--- src/design/ppa_pkg.sv ---
package ppa_pkg;

    localparam int CH_W  = 8;
    localparam int NUM_CH = 3;
    localparam int PIX_W = NUM_CH * CH_W;
    localparam int Q8_W  = 27;

    localparam logic [3:0] MODE_PASS     = 4'd0;
    localparam logic [3:0] MODE_BRIGHT   = 4'd1;
    localparam logic [3:0] MODE_CONTRAST = 4'd2;
    localparam logic [3:0] MODE_SOLARISE = 4'd3;
    localparam logic [3:0] MODE_BALANCE  = 4'd4;
    localparam logic [3:0] MODE_INVERT   = 4'd5;
    localparam logic [3:0] MODE_GREY     = 4'd6;
    localparam logic [3:0] MODE_GREY_INV = 4'd7;
    localparam logic [3:0] MODE_SEPIA    = 4'd8;

    localparam logic [1:0] REG_MODE     = 2'd0;
    localparam logic [1:0] REG_OFFSET   = 2'd1;
    localparam logic [1:0] REG_BAL_CH   = 2'd2;
    localparam logic [1:0] REG_CONTRAST = 2'd3;

    localparam logic [15:0] GAIN_RESET = 16'd256;
    localparam logic [8:0]  BAL_FRAC   = 9'd13;

    localparam logic [1:0] CH_RED   = 2'd0;
    localparam logic [1:0] CH_GREEN = 2'd1;
    localparam logic [1:0] CH_BLUE  = 2'd2;

    typedef logic [NUM_CH-1:0][CH_W-1:0] pixel_t;

    typedef struct packed {
        logic [3:0]  mode;
        logic [8:0]  offset;
        logic [1:0]  balance_channel;
        logic [15:0] contrast_gain;
    } ppa_cfg_t;

    // Q8.8 sepia weighted sum (Q0.8 weights) for one output channel
    function automatic logic [15:0] sepia_sum(input logic [1:0] ch, input pixel_t px);
        logic [15:0] r;
        logic [15:0] g;
        logic [15:0] b;
        logic [15:0] s;
        r = 16'(px[CH_RED]);
        g = 16'(px[CH_GREEN]);
        b = 16'(px[CH_BLUE]);
        case (ch)
            CH_RED:   s = r * 16'd102 + g * 16'd115 + b * 16'd26;
            CH_GREEN: s = r * 16'd90 + g * 16'd90 + b * 16'd26;
            default:  s = r * 16'd51 + g * 16'd64 + b * 16'd51;
        endcase
        return s;
    endfunction

    function automatic logic signed [Q8_W-1:0] to_q8(input logic [CH_W-1:0] x);
        return $signed({{(Q8_W-CH_W-8){1'b0}}, x, 8'd0});
    endfunction

endpackage

--- src/design/pixel_point_adjust.sv ---
// Throughput: one pixel per cycle; three pipeline stages, stalls only on m_tready.
// Stages: input register with channel peak, per-mode Q.8 value with the
// contrast multiplier, saturation into the output register.
// Reset (synchronous, aresetn low) empties the pipeline and restores
// mode 0, offset 0, balance_channel 0, contrast_gain 256.
module pixel_point_adjust
    import ppa_pkg::*;
(
    input  logic        aclk,
    input  logic        aresetn,

    input  logic        s_tvalid,
    output logic        s_tready,
    input  logic [23:0] s_tdata,   // red_in[7:0], green_in[15:8], blue_in[23:16]

    output logic        m_tvalid,
    input  logic        m_tready,
    output logic [23:0] m_tdata,   // red_out[7:0], green_out[15:8], blue_out[23:16]

    input  logic        psel,
    input  logic        penable,
    input  logic        pwrite,
    input  logic [3:0]  paddr,
    input  logic [31:0] pwdata,
    output logic [31:0] prdata,
    output logic        pready
);

    logic [3:0]  mode_reg;
    logic [8:0]  offset_reg;
    logic [1:0]  bal_ch_reg;
    logic [15:0] gain_reg;
    logic        wr_en;
    ppa_cfg_t    cfg;
    pixel_t      m_pix;

    assign pready = 1'b1;
    assign wr_en  = psel && penable && pwrite && pready;

    always_ff @(posedge aclk) begin
        if (!aresetn) begin
            mode_reg   <= MODE_PASS;
            offset_reg <= '0;
            bal_ch_reg <= CH_RED;
            gain_reg   <= GAIN_RESET;
        end else if (wr_en) begin
            unique case (paddr[3:2])
                REG_MODE:     mode_reg   <= pwdata[3:0];
                REG_OFFSET:   offset_reg <= pwdata[8:0];
                REG_BAL_CH:   bal_ch_reg <= pwdata[1:0];
                REG_CONTRAST: gain_reg   <= pwdata[15:0];
                default: ;
            endcase
        end
    end

    always_comb begin
        unique case (paddr[3:2])
            REG_MODE:     prdata = {28'd0, mode_reg};
            REG_OFFSET:   prdata = {23'd0, offset_reg};
            REG_BAL_CH:   prdata = {30'd0, bal_ch_reg};
            REG_CONTRAST: prdata = {16'd0, gain_reg};
            default:      prdata = '0;
        endcase
    end

    assign cfg.mode            = mode_reg;
    assign cfg.offset          = offset_reg;
    assign cfg.balance_channel = bal_ch_reg;
    assign cfg.contrast_gain   = gain_reg;

    ppa_pipe u_pipe (
        .aclk     (aclk),
        .aresetn  (aresetn),
        .cfg      (cfg),
        .s_tvalid (s_tvalid),
        .s_tready (s_tready),
        .s_pix    (pixel_t'(s_tdata)),
        .m_tvalid (m_tvalid),
        .m_tready (m_tready),
        .m_pix    (m_pix)
    );

    assign m_tdata = PIX_W'(m_pix);

`ifndef NO_ASSERTIONS
    a_ready_when_drained: assert property (@(posedge aclk) disable iff (!aresetn)
        m_tready |-> s_tready)
        else $error("input stalled while output side is ready");

    a_stall_means_full: assert property (@(posedge aclk) disable iff (!aresetn)
        !s_tready |-> m_tvalid)
        else $error("input stalled with no result pending");

    a_mode_write: assert property (@(posedge aclk) disable iff (!aresetn)
        (wr_en && paddr[3:2] == REG_MODE) |=> mode_reg == $past(pwdata[3:0]))
        else $error("mode register write lost");

    a_gain_write: assert property (@(posedge aclk) disable iff (!aresetn)
        (wr_en && paddr[3:2] == REG_CONTRAST) |=> gain_reg == $past(pwdata[15:0]))
        else $error("contrast gain write lost");
`endif

endmodule

--- src/design/ppa_pipe.sv ---
module ppa_pipe
    import ppa_pkg::*;
(
    input  logic             aclk,
    input  logic             aresetn,
    input  ppa_cfg_t         cfg,
    input  logic             s_tvalid,
    output logic             s_tready,
    input  pixel_t           s_pix,
    output logic             m_tvalid,
    input  logic             m_tready,
    output pixel_t           m_pix
);

    logic v1_reg, v2_reg, v3_reg;
    logic rdy1, rdy2, rdy3;

    pixel_t          px_reg;
    logic [CH_W-1:0] peak_reg;
    logic [CH_W-1:0] peak_next;

    logic signed [NUM_CH-1:0][Q8_W-1:0] q_reg;
    logic signed [NUM_CH-1:0][Q8_W-1:0] q_next;

    pixel_t out_reg;
    pixel_t out_next;

    assign rdy3     = !v3_reg || m_tready;
    assign rdy2     = !v2_reg || rdy3;
    assign rdy1     = !v1_reg || rdy2;
    assign s_tready = rdy1;
    assign m_tvalid = v3_reg;
    assign m_pix    = out_reg;

    always_comb begin
        peak_next = s_pix[CH_RED];
        if (s_pix[CH_GREEN] > peak_next) begin
            peak_next = s_pix[CH_GREEN];
        end
        if (s_pix[CH_BLUE] > peak_next) begin
            peak_next = s_pix[CH_BLUE];
        end
    end

    // stage 2: every mode mapped onto a signed Q.8 value
    always_comb begin
        logic signed [10:0]     c11;
        logic signed [10:0]     off11;
        logic signed [Q8_W-1:0] c27;
        logic signed [Q8_W-1:0] off27;
        logic signed [Q8_W-1:0] gain27;
        logic signed [Q8_W-1:0] d27;
        logic signed [10:0]     sum11;
        logic [CH_W-1:0]        c;
        for (int i = 0; i < NUM_CH; i++) begin
            c      = px_reg[i];
            c11    = $signed({3'd0, c});
            off11  = $signed({{2{cfg.offset[8]}}, cfg.offset});
            c27    = $signed({{(Q8_W-CH_W){1'b0}}, c});
            off27  = $signed({{(Q8_W-9){cfg.offset[8]}}, cfg.offset});
            gain27 = $signed({{(Q8_W-16){1'b0}}, cfg.contrast_gain});
            d27    = c27 - Q8_W'(128);
            sum11  = c11;
            q_next[i] = to_q8(c);
            case (cfg.mode)
                MODE_BRIGHT: begin
                    sum11     = c11 + off11;
                    q_next[i] = $signed({{(Q8_W-19){sum11[10]}}, sum11, 8'd0});
                end
                MODE_CONTRAST: begin
                    q_next[i] = gain27 * d27 + Q8_W'(32768);
                end
                MODE_SOLARISE: begin
                    if (c11 < off11) begin
                        q_next[i] = to_q8(~c);
                    end
                end
                MODE_BALANCE: begin
                    if (cfg.balance_channel == 2'(i)) begin
                        q_next[i] = to_q8(c) - off27 * $signed({{(Q8_W-9){1'b0}}, BAL_FRAC});
                    end else begin
                        sum11     = c11 - off11;
                        q_next[i] = $signed({{(Q8_W-19){sum11[10]}}, sum11, 8'd0});
                    end
                end
                MODE_INVERT:   q_next[i] = to_q8(~c);
                MODE_GREY:     q_next[i] = to_q8(peak_reg);
                MODE_GREY_INV: q_next[i] = to_q8(~peak_reg);
                MODE_SEPIA: begin
                    q_next[i] = $signed({{(Q8_W-16){1'b0}}, sepia_sum(2'(i), px_reg)});
                end
                default: ;
            endcase
        end
    end

    // stage 3: clamp and drop the fraction
    always_comb begin
        for (int i = 0; i < NUM_CH; i++) begin
            if (q_reg[i][Q8_W-1]) begin
                out_next[i] = '0;
            end else if (|q_reg[i][Q8_W-2:16]) begin
                out_next[i] = '1;
            end else begin
                out_next[i] = q_reg[i][15:8];
            end
        end
    end

    always_ff @(posedge aclk) begin
        if (!aresetn) begin
            v1_reg <= 1'b0;
            v2_reg <= 1'b0;
            v3_reg <= 1'b0;
        end else begin
            if (rdy1) begin
                v1_reg <= s_tvalid;
            end
            if (rdy2) begin
                v2_reg <= v1_reg;
            end
            if (rdy3) begin
                v3_reg <= v2_reg;
            end
        end
    end

    always_ff @(posedge aclk) begin
        if (s_tvalid && rdy1) begin
            px_reg   <= s_pix;
            peak_reg <= peak_next;
        end
        if (v1_reg && rdy2) begin
            q_reg <= q_next;
        end
        if (v2_reg && rdy3) begin
            out_reg <= out_next;
        end
    end

endmodule

--- config.mk ---
export PLATFORM = sky130hd
export DESIGN_NAME = pixel_point_adjust
export DESIGN_NICKNAME = d
export VERILOG_FILES = /design/src/design/ppa_pkg.sv /design/src/design/pixel_point_adjust.sv /design/src/design/ppa_pipe.sv
export SDC_FILE = /design/constraint.sdc
export NUM_CORES = 2
export LEC_CHECK = 0
export BUFFER_PORTS_ARGS = -buffer_cell sky130_fd_sc_hd__buf_2
export CAP_MARGIN = 20
export CORE_UTILIZATION = 60
export DETAILED_ROUTE_END_ITERATION = 6
export PLACE_DENSITY = 0.78
export SLEW_MARGIN = 40
export SYNTH_ARGS = -nofsm -noshare
export SYNTH_HDL_FRONTEND = slang
export SYNTH_SLANG_ARGS = --single-unit
--- constraint.sdc ---
create_clock -name aclk -period 10.9 [get_ports aclk]
set_input_delay 0 -clock aclk [delete_from_list [all_inputs] [get_ports aclk]]
set_output_delay 0 -clock aclk [all_outputs]
set_load 0.02 [all_outputs]
==> reports/qor.csv <==
metric;value;unit
status;complete, no violations;
worst_setup_path_start_kind;register;
fin_tns_setup;0;ns
reg2reg_to;u_pipe.q_reg[15];
dieArea;55800;sq um
cp.depth;25;
initial_core_util;0.609;
end_kind;register;
worst_skew_pair.late_latency;0.53;ns
remaining_drc_errors;0;
final_cell_mix;679 x inv_1, 513 x ha_1, 418 x fa_1, 366 x nand2_1, 197 x a21oi_1;
rsz0062_at_grt;no;
via_per_inst;6.01;
largest_reg_flops;57;
r2r_cells;25;
path_common_cell;inv_1;
r2r_slack;3.43;ns
dr.first_iter.drc_count;2199;
wl_per_cell;21.0;um
p_leak;17.8;nW
post-place-ws;3.10;ns
syn-instance-count;3731;
cpPeakStageDelay;0.93;ns
cap_violations;0;
irDropWorstVdd;0.211;mV
p_per_area;182;nW/um^2
syn_avg_cell_area;8.82;sq um
synth_top_area_frac;0.254;
synth_warnings;0;
core-area;54000;sq um
grt_max_degree;58;
ys.flop_type;edfxtp_1;
crit_end;u_pipe.q_reg[15];
cts_htree_levels;4;
regToRegStartpoint;u_pipe.px_reg[17];
post-route-min-period;7.47;ns
synth_area_leaders;fa_1 25%, ha_1 20%, edfxtp_1 10%, inv_1 7.7%, nand2_1 4.2%;
post-dp-hpwl;73200;um
synthToLayoutAreaGrowth;7.39;%
maxSlewViolCount;0;
ant_nets;0;
path_delay_family;adder cells;
grt_util_all_layers;0.351;
critPathBufInv;5;
grt_pass1_vias;27800;
fp-row-count;85;
startpoint;u_pipe.px_reg[17];
grt_pass1_wl;149000;um
fmax;134;MHz
routed_wl;95100;um
pin_count;126;
grt.overflow.total;0;
async_flop_share;0;
holdWs;0.0284;ns
clock_skew;0.0221;ns
first_pass_iters;6;
cts_num_sinks;147;
slew_headroom;0.413;
fin_crit_sh;0.686;
final_common_cell;inv_1;
synth_cell_types;82;
hold_viol_final;0;
cp_data_arrival_time;7.83;ns
tightest_slew;0.880;ns
place.gp.congestion;1.03;
clockBufferDepth;2;
syn_area;32900;sq um
yosysTopAreaCell;fa_1;
final_nets;4814;
antenna_found_initial;4;
slowest_stage;edfxtp_1;
final-setup-viol-count;0;
numCtsBuffers;17;
drive_gt1_frac;0.0705;
clockRootBuffer;clkbuf_16;
crit_fanout;12;
crit_type;reg -> reg;
synth-seq-cells;147;
nFillCells;4348;
cts_tree;done;
die_x;236;um
crit_required;11.26;ns
io_buffers;90;
hold_class;in -> reg;
synth_seq_area_share;0.124;
synth_edf_count;113;
die_y;236;um
finalWorstSetupSlack;3.43;ns
vias;27200;
clk_pin_slew;0.08;ns
per-layer routing:
layer  track usage  up-vias  share of wire
met1         0.440    13300           0.39
li1              -    12400              -
met5             0        -        0.00016
met4         0.159        4          0.047
met3        0.0806      281           0.10
met2         0.578     1290           0.46
cells by family (layout without fill, tap and decap cells):
kind of cell,after synthesis,in the layout,synth area share
XOR/XNOR,149,149,0.0397
AND/OR/NAND/NOR,948,948,0.141
adder cells (fa/ha/maj),931,931,0.449
multiplexers,40,40,0.0130
buffers and inverters,847,930,0.0989
flip-flops,147,147,0.124
AO/OA/AOI/OAI,667,667,0.134
other,2,19,0.000228
what timing repair did:
action | 4_1_cts | 5_1_grt
hold buffers | 56 | 0
endpoints found under the hold margin | 66 | 0
setup endpoints to repair | 0 | 0
resized for setup | 0 | 0
setup buffers | 0 | 0
synthesized netlist by cell type (17+ instances only):
library cell,instances
nand3_1,42
xnor2_1,106
and2_1,142
a21boi_0,27
nand2_1,366
dfxtp_1,34
a31oi_1,21
xor2_1,43
inv_1,679
a21oi_1,197
nand2b_1,21
a21o_1,69
fa_1,418
edfxtp_1,113
o21bai_1,31
and3_1,24
nor2_1,137
ha_1,513
o21ai_0,105
o221ai_1,28
nor3_1,40
o21a_1,25
or2_2,49
nor2b_1,56
clkbuf_1,134
buf_4,17
mux2i_1,36
a211oi_1,21
where the power goes:
group	leakage, nW	internal (mW)	switching, mW
sequential	1.34	0.637	0.0278
clock	0.295	0.324	0.289
combinational	16.2	2.15	3.03
metrics by stage:
step / utilization / power (mW) / instance area (sq um) / instances
after floorplan: - / 4.51 / 33000 / 3746
after global placement: 0.632 / 5.62 / 34100 / 4434
after detailed placement: 0.633 / 5.76 / 34200 / 4436
after CTS: 0.654 / 6.43 / 35300 / 4524
after global routing: 0.654 / 7.18 / 35300 / 4526
final: 0.654 / 6.45 / 35300 / 4527
area by class of cell:
class                      instances  area [sq um]  share of cell area
antenna                            2          5.00            0.000142
clock buffer                      19           475              0.0135
clock inverter                    13           109             0.00308
inverter                         680          2550              0.0722
multi-input combinational       2752         25700               0.727
sequential                       147          4070               0.115
tap                              696           871              0.0246
timing repair buffer             218          1570              0.0445
worst min path at each step:
stage / start / end / slack (ns) / depth (start not counted)
after global routing: penable / bal_ch_reg[0] / 0.08 / 5
after floorplan: s_tdata[0] / u_pipe.px_reg[0] / 0.1 / 0
after CTS: penable / bal_ch_reg[1] / 0.004 / 5
after detailed placement: s_tdata[16] / u_pipe.px_reg[16] / 0.21 / 1
after global placement: s_tdata[8] / u_pipe.px_reg[8] / 0.21 / 1
final: penable / bal_ch_reg[1] / 0.03 / 5
worst register-to-register path, cell delays in order (launching register included):
cell and delay, ns:
edfxtp_1 0.93, ha_1 0.40, inv_1 0.09, fa_1 0.50, inv_1 0.06, ha_1 0.28, a21o_1 0.18, a21oi_1 0.21
xnor2_1 0.23, fa_1 0.54, inv_1 0.04, ha_1 0.27, inv_1 0.05, fa_1 0.49, fa_1 0.50, inv_1 0.04
ha_1 0.19, a2111oi_0 0.37, o21ai_1 0.16, and3_1 0.27, a311oi_1 0.47, nor2b_1 0.16, o41ai_2 0.34, nor3b_1 0.23
o21ai_0 0.13, a32oi_1 0.21
Power figures use the tool's default switching activity.
